**src/hdl/tla_pkg.sv**
```systemverilog
// ----------------------------------------------------------------------------
// tla_pkg
// Shared types and constants of the toroidal life automaton.
// ----------------------------------------------------------------------------
package tla_pkg;

  localparam logic [1:0] REQ_CLEAR = 2'd0;
  localparam logic [1:0] REQ_WRITE = 2'd1;
  localparam logic [1:0] REQ_READ  = 2'd2;
  localparam logic [1:0] REQ_RUN   = 2'd3;

  localparam logic       REG_GRID_SIDE = 1'b0;
  localparam logic       REG_GEN_COUNT = 1'b1;

  localparam logic       RESP_READ = 1'b0;
  localparam logic       RESP_DONE = 1'b1;

  localparam int unsigned SIDE_W  = 8;
  localparam int unsigned GEN_W   = 16;
  localparam int unsigned CELL_W  = 7;
  localparam int unsigned CFG_W   = 16;
  localparam int unsigned SIDE_MIN = 3;
  localparam int unsigned SIDE_RST = 100;
  localparam int unsigned GEN_RST  = 4;

  typedef enum logic [3:0] {
    ST_IDLE,
    ST_CELL_RD,
    ST_CELL_DO,
    ST_PRE_A,
    ST_PRE_B,
    ST_PRE_C,
    ST_ROW_RD,
    ST_ROW_CALC,
    ST_GEN_END,
    ST_DONE
  } state_t;

  typedef enum logic [1:0] {
    RA_CELL,
    RA_LAST,
    RA_ZERO,
    RA_NEXT
  } rd_sel_t;

  typedef struct packed {
    logic    latch_req;
    logic    clr_all;
    logic    rd_en;
    rd_sel_t rd_sel;
    logic    cell_wr;
    logic    load_prev;
    logic    load_cur;
    logic    row_calc;
    logic    gen_clr;
    logic    gen_inc;
    logic    out_read;
    logic    out_done;
  } cmd_t;

  typedef struct packed {
    logic       req_write;
    logic       row_last;
    logic       gen_last;
    logic       gen_zero;
    logic       changed;
    logic       out_free;
  } sts_t;

endpackage

```
**src/hdl/tla_ctrl.sv**
```systemverilog
// ----------------------------------------------------------------------------
// tla_ctrl
// Sequencer for requests and the row sweep of each generation.
// ----------------------------------------------------------------------------
module tla_ctrl (
  input  logic           clk,
  input  logic           rst_n,
  input  logic           in_valid,
  input  logic [1:0]     in_req_type,
  output logic           in_ready,
  input  tla_pkg::sts_t  sts,
  output tla_pkg::cmd_t  cmd
);

  tla_pkg::state_t state_r, state_nxt;

  always_ff @(posedge clk) begin
    if (!rst_n) begin
      state_r <= tla_pkg::ST_IDLE;
    end else begin
      state_r <= state_nxt;
    end
  end

  always_comb begin
    state_nxt = state_r;
    case (state_r)
      tla_pkg::ST_IDLE: begin
        if (in_valid) begin
          case (in_req_type)
            tla_pkg::REQ_WRITE: state_nxt = tla_pkg::ST_CELL_RD;
            tla_pkg::REQ_READ:  state_nxt = tla_pkg::ST_CELL_RD;
            tla_pkg::REQ_RUN:   state_nxt = sts.gen_zero ? tla_pkg::ST_DONE
                                                         : tla_pkg::ST_PRE_A;
            default:            state_nxt = tla_pkg::ST_IDLE;
          endcase
        end
      end
      tla_pkg::ST_CELL_RD: state_nxt = tla_pkg::ST_CELL_DO;
      tla_pkg::ST_CELL_DO: begin
        if (sts.req_write || sts.out_free) begin
          state_nxt = tla_pkg::ST_IDLE;
        end
      end
      tla_pkg::ST_PRE_A: state_nxt = tla_pkg::ST_PRE_B;
      tla_pkg::ST_PRE_B: state_nxt = tla_pkg::ST_PRE_C;
      tla_pkg::ST_PRE_C: state_nxt = tla_pkg::ST_ROW_RD;
      tla_pkg::ST_ROW_RD: state_nxt = tla_pkg::ST_ROW_CALC;
      tla_pkg::ST_ROW_CALC: begin
        state_nxt = sts.row_last ? tla_pkg::ST_GEN_END : tla_pkg::ST_ROW_RD;
      end
      tla_pkg::ST_GEN_END: begin
        state_nxt = (sts.gen_last || !sts.changed) ? tla_pkg::ST_DONE
                                                   : tla_pkg::ST_PRE_A;
      end
      tla_pkg::ST_DONE: begin
        if (sts.out_free) begin
          state_nxt = tla_pkg::ST_IDLE;
        end
      end
      default: state_nxt = tla_pkg::ST_IDLE;
    endcase
  end

  always_comb begin
    cmd      = '0;
    cmd.rd_sel = tla_pkg::RA_CELL;
    in_ready = 1'b0;
    case (state_r)
      tla_pkg::ST_IDLE: begin
        in_ready      = 1'b1;
        cmd.latch_req = in_valid;
        cmd.clr_all   = in_valid && (in_req_type == tla_pkg::REQ_CLEAR);
        cmd.gen_clr   = in_valid;
      end
      tla_pkg::ST_CELL_RD: begin
        cmd.rd_en  = 1'b1;
        cmd.rd_sel = tla_pkg::RA_CELL;
      end
      tla_pkg::ST_CELL_DO: begin
        cmd.cell_wr  = sts.req_write;
        cmd.out_read = !sts.req_write && sts.out_free;
      end
      tla_pkg::ST_PRE_A: begin
        cmd.rd_en  = 1'b1;
        cmd.rd_sel = tla_pkg::RA_LAST;
      end
      tla_pkg::ST_PRE_B: begin
        cmd.rd_en     = 1'b1;
        cmd.rd_sel    = tla_pkg::RA_ZERO;
        cmd.load_prev = 1'b1;
      end
      tla_pkg::ST_PRE_C: begin
        cmd.load_cur = 1'b1;
      end
      tla_pkg::ST_ROW_RD: begin
        cmd.rd_en  = 1'b1;
        cmd.rd_sel = tla_pkg::RA_NEXT;
      end
      tla_pkg::ST_ROW_CALC: begin
        cmd.row_calc = 1'b1;
      end
      tla_pkg::ST_GEN_END: begin
        cmd.gen_inc = 1'b1;
      end
      tla_pkg::ST_DONE: begin
        cmd.out_done = sts.out_free;
      end
      default: cmd = '0;
    endcase
  end

endmodule

```
**config.mk**
```make
export PLATFORM = sky130hd
export DESIGN_NAME = tla_ctrl
export DESIGN_NICKNAME = d
export VERILOG_FILES = /design/src/hdl/tla_pkg.sv /design/src/hdl/tla_ctrl.sv
export SDC_FILE = /design/constraint.sdc
export NUM_CORES = 1
export LEC_CHECK = 0
export ABC_AREA = 1
export BUFFER_PORTS_ARGS = -buffer_cell sky130_fd_sc_hd__buf_4
export CORE_UTILIZATION = 25
export CTS_BUF_LIST = sky130_fd_sc_hd__clkbuf_2 sky130_fd_sc_hd__clkbuf_4 sky130_fd_sc_hd__clkbuf_8
export CTS_CLUSTER_DIAMETER = 120
export DETAILED_ROUTE_END_ITERATION = 16
export GPL_ROUTABILITY_DRIVEN = 0
export HOLD_SLACK_MARGIN = 0.15
export PLACE_DENSITY = 0.55
export SYNTH_ARGS = -nofsm -noshare
export SYNTH_HDL_FRONTEND = slang
export SYNTH_SLANG_ARGS = --single-unit
export TNS_END_PERCENT = 5
```
**constraint.sdc**
```tcl
create_clock -name clk -period 1.3 [get_ports clk]
set_clock_uncertainty 0.15 [all_clocks]
set_input_delay 0.26 -clock clk [delete_from_list [all_inputs] [get_ports clk]]
set_output_delay 0.26 -clock clk [all_outputs]
set_load 0.03 [all_outputs]
```
# ---- Word level (Yosys, flattened, before mapping)
# Cells that the tools add are included.
dict set report classes {
  eq_ne 15
  mux 19
  n_reduce_logical 10
}
# op count
set ops {}
lappend ops {{$pmux 4 s10} 1}
lappend ops {{$mux 4} 6}
lappend ops {{$eq 4x3->1 const B} 4}
lappend ops {{$pmux 3 s4} 1}
lappend ops {{$mux 1} 9}
lappend ops {{$eq 4x2->1 const B} 2}
lappend ops {{$eq 4x4->1 const B} 2}
lappend ops {{$pmux 4 s2} 1}
lappend ops {{$ne 2x2->1 const B} 3}
lappend ops {{$eq 2x2->1 const B} 2}
lappend ops {{$eq 4x1->1 const B} 1}
lappend ops {{$logic_not 4->1} 1}
lappend ops {{$reduce_and 3->1} 1}
lappend ops {{$eq 2x1->1 const B} 1}
lappend ops {{$logic_and 1x1->1} 2}
lappend ops {{$logic_not 1->1} 2}
lappend ops {{$logic_not 2->1} 1}
lappend ops {{$logic_or 1x1->1} 2}
lappend ops {{$mux 2} 1}
lappend ops {{$reduce_or 2->1} 1}
dict set report totals {
  regBits 4
  elab_cells 45
}

# ---- Longest topological paths before layout
# Gate-level depths: netlist of the first run.
dict set report logic_depth {
  word_depth 5
  mapped_depth 9
  ltp_nobuf 9
}

# ---- Least setup slack after synthesis of the first run
# Ideal clock, no wire load.
dict set report synth_path {
  kind {flip-flop to output port}
  start {register state_r[0]}
  end {output port cmd[12] (netlist name)}
  arrival_ns 1.684
  t_required_ns 0.890
  slack_ns -0.794
  stages_incl_launch_ff 7
  path_cell_list {dfxtp_1 > inv_2 > nand2_2 > nor2_2 > inv_1 > nor2_1 > buf_4}
}
# element line
set synth_rtl {}
lappend synth_rtl {{start, declared} tla_ctrl.sv:15} ;# tla_pkg::state_t state_r, state_nxt;
lappend synth_rtl {{start signal, assigned} tla_ctrl.sv:19} ;# state_r <= tla_pkg::ST_IDLE;
lappend synth_rtl {{start signal, assigned} tla_ctrl.sv:21} ;# state_r <= state_nxt;
lappend synth_rtl {{end, declared} tla_ctrl.sv:12} ;# output tla_pkg::cmd_t cmd

==> qor.yml, run 1 <==
outcome: "finished, violations left"
violations: "setup timing"
slew_violations: 0
wl_met2_um: 787
dp.cells: 136
track_usage: 0.172
die_w_um: 42.8
via_count: 646
portBuffers: 24
cts.sinks: 4
avgRoutedWirePerCell_um: 10.0
layout_common_cells: "buf_4, nand2_1, buf_6"
cts_buffers: 3
rsz0062_at_grt: "yes"
wirelength_mm: 1.42
critPathKind: "reg -> out"
r2r-start: "state_r[3]"
setup_viol: 17
worst_slew_pin_slew_ns: 0.215
max_stage_delay_ns: 0.36
fill_cells: 141
pwr_density_cell_mw_per_mm2: 1970
p_int_mw: 0.971
htreeDepth: 1
ant_nets: 0
fmax_mhz: 619
clk_latency_ns: 0.23
power_leakage_nw: 0.484
crit_chain: "nor2_4 -> buf_6 -> nand3_4 -> nor2_4 -> buf_6"
period_needed_ns: 1.61
synth_nets: 91
min_path_type: "in -> reg"
wl_met3_um: 68
finalCritPeriodShare: 1.24
place_area_um2: 790
synth_warnings: 0
synthesis.area_um2: 417
start_util: 0.273
seqPwrFrac: 0.136
largestRegisters: "state_r (4)"
instances_no_fill: 142
crit_path_end_kind: "primary output"
ys_seq_area_frac: 0.192
clk_pin_slew_ns: 0.04
p_comb_frac: 0.787
startpoint: "state_r[3]"
hold_start: "sts[5]"
n_antenna_cell: 0
dp_worst_setup_slack_ns: -0.153
total_power_mw: 1.92
dieHeight_um: 42.8
fp-row-count: 14
highest_layer: "met3"
finalHoldViolCount: 0
grt_pass1_wl_mm: 2.42
swShare: 0.493
root_buffer: "clkbuf_4"
area_delta_synth_final_pct: 133
design_area_um2: 972
drc: 0
peakVddDrop_mv: 1.07
regMostFlops: "state_r"
slew_headroom: 0.856
cap_violations: 0
fin_nets: 139
cts_tree: "yes"
largest_reg_flops: 4
vias_per_cell: 4.55
ys_ff_latch: 4
drive_gt1_frac: 0.627
dr.pass1.iters: 2
ioPinCount: 25
drtIter0Drc: 3
grt_pass1_vias: 626
timing.final.ws_setup_ns: -0.315
setup_tns_ns: -3.84
cp.required_ns: 0.89
ys_types: 15
worstPathArrival_ns: 1.20
synthCells: 80
overflow: 0
crit_fanout: 3
dieArea_mm2: 0.00183
crit_slowest_cell: "dfxtp_4"
final_common_cell: "buf_4"
coreArea_mm2: 0.00152
clockBufferDepth: 2
grt_max_degree: 6
antenna_found_initial: 0
m1WireLength_um: 568
clockPowerShare: 0.078
post-dp-hpwl_mm: 1.12
synth.avg_cell_area_um2: 5.21
p_sw_mw: 0.944
start_kind: "flop"
routing by layer:
| layer | up-vias | track usage |
|---|---|---|
| li1 | 344 | - |
| met1 | 284 | 0.190 |
| met2 | 18 | 0.315 |
| met3 | 0 | 0.0298 |
| met4 | 0 | 0.0750 |
| met5 | - | 0 |
power by group through the flow:
stage	sequential, mW	combinational [mW]	clock, mW
after floorplan	0.238	0.747	0
after global placement	0.238	1.28	0
after detailed placement	0.237	1.29	0
after CTS	0.254	1.46	0.159
after global routing	0.267	1.63	0.169
final	0.260	1.51	0.149
what timing repair did:
item,in CTS,in global routing
endpoints found under the hold margin,1,0
pin swaps,4,3
gates resized for setup,25,12
setup buffers,2,0
hold buffers,1,0
setup endpoints to repair,17,17
logic make-up (layout without fill, tap and decap cells):
kind of cell    Yosys count  in the layout  synth area share
buf+inv                  15             61             0.144
simple gates             56             56             0.601
compound gates            5              5            0.0631
flops                     4              4             0.192
stage by stage:
stage | hold WS (ns) | util
floorplan | 0.270 | -
global placement | 0.380 | 0.518
detailed placement | 0.389 | 0.518
CTS | 0.191 | 0.605
global route | 0.197 | 0.638
finish | 0.188 | 0.638
worst max-delay path, delay by kind of cell (launching register included):
kind / cells / cell delay (ns)
flops: 1 / 0.36
simple gates: 3 / 0.35
buf+inv: 2 / 0.26
synthesized netlist by cell type, drive strengths merged:
master	number	area share
a21oi	3	0.036
a31oi	1	0.015
buf	1	0.018
dfxtp	4	0.19
inv	14	0.13
nand2	21	0.21
nand3	11	0.13
nand4	1	0.015
nor2	19	0.19
nor3	3	0.036
o21ai	1	0.012
or2	1	0.015
final cells by class:
type	count	area, um2	share of cell area
Tap cell	16	20.0	0.0206
Multi-Input combinational cell	61	398	0.409
Clock buffer	3	22.5	0.0232
Inverter	14	62.6	0.0644
Sequential cell	4	95.1	0.0978
Timing Repair Buffer	44	374	0.385
path summary, 6_finish.rpt:
kind                            cells after the start         end  slack, ns
worst max register to register                      9  state_r[1]      -0.14
worst max-delay path                                5      cmd[1]      -0.31
worst min-delay path                                4  state_r[1]       0.19
worst min register to register                      3  state_r[2]       0.52
No activity file was read; power rests on OpenSTA's default activity.
==> inputs of run 2 (changes only) <==
CORE_AREA = 2 2 39 41   (was default)
CORE_UTILIZATION = default   (was 25)
CTS_CLUSTER_SIZE = 12   (was default)
DIE_AREA = 0 0 41 43   (was default)
PLACE_DENSITY = 0.63   (was 0.55)
clock period = 2.1 ns   (was 1.3 ns; I/O delays follow)
==> run 2 against run 1 <==
Compared with the run above: the flow now finishes without violations; cell count shrank 14%; via count decreased by 16%; sequential power is 47% lower; final area decreased by 34%; sequential cell count did not move; clock-buffer cell count stayed put; die area fell by 3.9%; combinational power down 64%; critical endpoint is now cmd[11]; largest power group unchanged; highest routed layer unchanged.
==> qor.yml, run 2 (synthesized netlist as in run 1, its figures left out) <==
hold_slack_ns: 0.300
setup_viol: 0
htreeDepth: 1
largest_reg_flops: 4
coreArea_mm2: 0.00138
n_antenna_cell: 0
pwr_density_cell_mw_per_mm2: 1200
largestRegisters: "state_r (4)"
use_met2: 0.216
slew_violations: 0
die_w_um: 41
fin_nets: 119
finalHoldViolCount: 0
rsz0062_at_grt: "no"
start_util: 0.301
clk_latency_ns: 0.23
dp.cells: 119
fmax_mhz: 513
r2r_slack_ns: 0.68
outcome: "completed"
fill_cells: 149
crit_path_end_kind: "primary output"
clockBufferDepth: 2
drc: 0
track_usage: 0.131
layout_common_cells: "buf_4, nand2_1, nor2_1"
min_path_type: "in -> reg"
peakVddDrop_mv: 0.521
max_stage_delay_ns: 0.37
wirelength_mm: 1.04
worstPathArrival_ns: 1.38
design_area_um2: 637
top_usage_layer: "met2"
post-cts-setup-buffer-count: 0
ant_nets: 0
start_kind: "flop"
area_delta_synth_final_pct: 52.9
root_buffer: "clkbuf_4"
cap_violations: 0
crit_chain: "inv_2 -> nand2_2 -> nor2_2 -> inv_1 -> nor3_1 -> buf_4"
total_power_mw: 0.767
worst_slew_pin_slew_ns: 0.304
grt_pass1_wl_mm: 1.60
via_count: 545
finalCritPeriodShare: 0.928
ioPinCount: 25
vias_per_cell: 4.47
portBuffers: 24
cts.sinks: 4
avgRoutedWirePerCell_um: 8.56
period_needed_ns: 1.95
overflow: 0
slew_headroom: 0.797
cts_tree: "yes"
regMostFlops: "state_r"
cts_buffers: 3
cp.required_ns: 1.53
dieArea_mm2: 0.00176
post-dp-hpwl_um: 906
critPathKind: "reg -> out"
instances_no_fill: 122
dp_worst_setup_slack_ns: 0.352
use_met1: 0.148
fp-row-count: 14
final_common_cell: "buf_4"
dieHeight_um: 43
grt_pass1_vias: 456
crit_fanout: 7
clk_pin_slew_ns: 0.03
grt_max_degree: 8
drtIter0Drc: 3
drive_gt1_frac: 0.368
setup_tns_ns: 0
crit_slowest_cell: "dfxtp_1"
power_leakage_nw: 0.366
timing.final.ws_setup_ns: 0.151
final_util: 0.460
antenna_found_initial: 0
grt_use_met3: 0.0157
dr.pass1.iters: 2
cts_hold_buffers: 0
place_area_um2: 612
-- run 2: cell types whose count changed in the layout (fill, tap and decap cells not counted), moves of 5 or more --
cell / change
buf_4: -8
buf_6: -11
nand2_1: +5
nor2_4: -8
-- run 2: power breakdown --
group / internal [mW] / switching (mW)
sequential: 0.0996 / 0.0389
combinational: 0.183 / 0.354
clock: 0.0637 / 0.0279
-- run 2: path summary, 6_finish.rpt --
path / startpoint / to / depth (start not counted)
worst min register to register: state_r[0] / state_r[0] / 2
worst max register to register: state_r[0] / state_r[1] / 9
worst max-delay path: state_r[0] / cmd[11] / 6
worst min-delay path: rst_n / state_r[1] / 3
-- run 2: area by class of cell --
type                            instances  area (um2)  area share
Clock buffer                            3        22.5      0.0354
Inverter                               14        52.6      0.0825
Multi-Input combinational cell         61         282       0.442
Sequential cell                         4        80.1       0.126
Tap cell                               16        20.0      0.0314
Timing Repair Buffer                   24         180       0.283
-- run 2: worst max-delay path, delay by kind of cell (launching register included) --
family	cells	cell delay [ns]
buffers and inverters	3	0.39
flip-flops	1	0.37
AND/OR/NAND/NOR	3	0.39
-- run 2: what timing repair did --
item / in CTS / in global routing
endpoints found under the hold margin: 0 / 0
endpoints found under the setup margin: 0 / 1
gates resized for setup: 0 / 1
-- run 2: layer usage --
metal	up-vias	part of all wire
li1	301	-
met1	231	0.43
met2	13	0.51
met3	0	0.057
met4	0	0
met5	-	0
==> inputs of run 3 (changes only) <==
clock period = 1.85 ns   (was 2.1 ns; I/O delays follow)
==> run 3 against run 2 <==
Compared with the run above: clock power is 12% higher; sequential power is 7% higher; critical path type unchanged; first-iteration DRC count increased to 3.3 times the previous value; core utilization is 3.2 points higher; critical path depth did not move; die area did not move.
==> qor.yml, run 3 (synthesized netlist as in run 1, its figures left out) <==
outcome: "completed"
slew_headroom: 0.877
dieArea_mm2: 0.00176
crit_fanout: 4
path_buf_inv: 3
cp.required_ns: 1.33
cap_violations: 0
p_int_mw: 0.448
grt_pass1_vias: 491
n_antenna_cell: 0
peakVddDrop_mv: 0.578
r2r_end: "state_r[3]"
pwr_density_cell_mw_per_mm2: 1430
swShare: 0.539
regArea_um2: 83.8
rsz0062_at_grt: "yes"
via_count: 571
final_common_cell: "buf_4"
finalCritPeriodShare: 0.971
wirelength_mm: 1.17
drtIter0Drc: 10
portBuffers: 24
fmax_mhz: 557
track_usage: 0.147
clockBufferDepth: 2
dr.pass1.iters: 4
p_sw_mw: 0.524
crit_path_end_kind: "primary output"
cts_hold_buffers: 0
start_util: 0.301
fin_nets: 121
critical-path-top-delay-family: "simple AND/OR/NAND/NOR gates"
setup_viol: 0
hold_slack_ns: 0.256
min_path_type: "in -> reg"
drive_gt1_frac: 0.454
largest_reg_flops: 4
coreArea_mm2: 0.00138
seqPwrFrac: 0.153
antenna_found_initial: 0
min_path_cells: 3
design_area_um2: 681
r2r-start: "state_r[2]"
crit_slowest_cell: "dfxtp_2"
area_delta_synth_final_pct: 63.4
clockPowerShare: 0.106
cts.sinks: 4
whs_endpoint: "state_r[1]"
critPathKind: "reg -> out"
cts_tree: "yes"
drc: 0
overflow: 0
largestRegisters: "state_r (4)"
final_util: 0.492
grt_pass1_wl_mm: 1.77
ant_nets: 0
p_comb_frac: 0.740
place_area_um2: 634
r2r_cells: 8
die_w_um: 41
crit_chain: "inv_1 -> nand2_1 -> nor2_4 -> inv_2 -> nor3_2 -> buf_4"
dieHeight_um: 43
avgRoutedWirePerCell_um: 9.40
fp-row-count: 14
start_kind: "flop"
multiInputGateArea_um2: 307
worstPathArrival_ns: 1.28
ioPinCount: 25
power_leakage_nw: 0.382
post-dp-hpwl_um: 967
htreeDepth: 1
hold_start: "rst_n"
total_power_mw: 0.972
max_stage_delay_ns: 0.34
worst_slew_pin_slew_ns: 0.184
regMostFlops: "state_r"
period_needed_ns: 1.80
vias_per_cell: 4.60
grt_max_degree: 8
r2r_slack_ns: 0.46
layout_common_cells: "buf_4, nand2_1, nor2_1"
finalHoldViolCount: 0
root_buffer: "clkbuf_4"
fill_cells: 155
slew_violations: 0
setup_tns_ns: 0
cts_buffers: 3
clk_latency_ns: 0.23
clk_pin_slew_ns: 0.04
## run 3: timing repair
item | CTS | global route
gates resized for setup | 2 | 7
endpoints found under the setup margin | 2 | 6
setup buffers | 0 | 1
pin swaps | 0 | 2
## run 3: how the worst max path moves through the flow
stage | start | to | slack [ns] | cells past startpoint
finish | state_r[2] | cmd[11] | 0.05 | 6
floorplan | state_r[0] | cmd[11] | 0.03 | 5
global route | state_r[2] | cmd[8] | -0.02 | 5
global placement | in_req_type[0] | cmd[11] | 0.23 | 4
detailed placement | in_req_type[0] | cmd[11] | 0.18 | 4
CTS | state_r[3] | cmd[11] | 0.006 | 6
## run 3: routing by layer
metal,track usage,part of all wire,vias to the layer above
met5,0,0,-
met1,0.151,0.37,255
li1,-,-,305
met3,0.0157,0.053,0
met4,0.0800,0,0
met2,0.263,0.57,11
## run 3: final cells by class
class,count,area share
sequential,4,0.123
inverter,14,0.0772
multi-input combinational,61,0.450
tap,16,0.0294
clock buffer,3,0.0331
timing repair buffer,26,0.287
## run 3: worst reg2reg max path, stage by stage (launching register included)
cell     delay (ns)
dfxtp_2        0.34
inv_1          0.09
nand2_1        0.11
nor2_4         0.16
buf_4          0.13
nand2_2        0.06
nand2_2        0.08
nand2_1        0.06
a21oi_1        0.15
## run 3: metrics by stage
| stage | worst slack (ns) | instances |
|---|---|---|
| floorplan | 0.0255 | 80 |
| global placement | 0.228 | 120 |
| detailed placement | 0.183 | 120 |
| CTS | 0.00573 | 123 |
| global route | -0.0244 | 124 |
| finish | 0.0541 | 124 |
## run 3: power by group through the flow
stage / Sequential, mW / Clock (mW) / Combinational, mW
2_1_floorplan: 0.147 / 0 / 0.481
3_3_place_gp: 0.142 / 0 / 0.685
3_5_place_dp: 0.141 / 0 / 0.681
4_1_cts: 0.142 / 0.108 / 0.685
5_1_grt: 0.151 / 0.111 / 0.793
6_report: 0.149 / 0.103 / 0.719
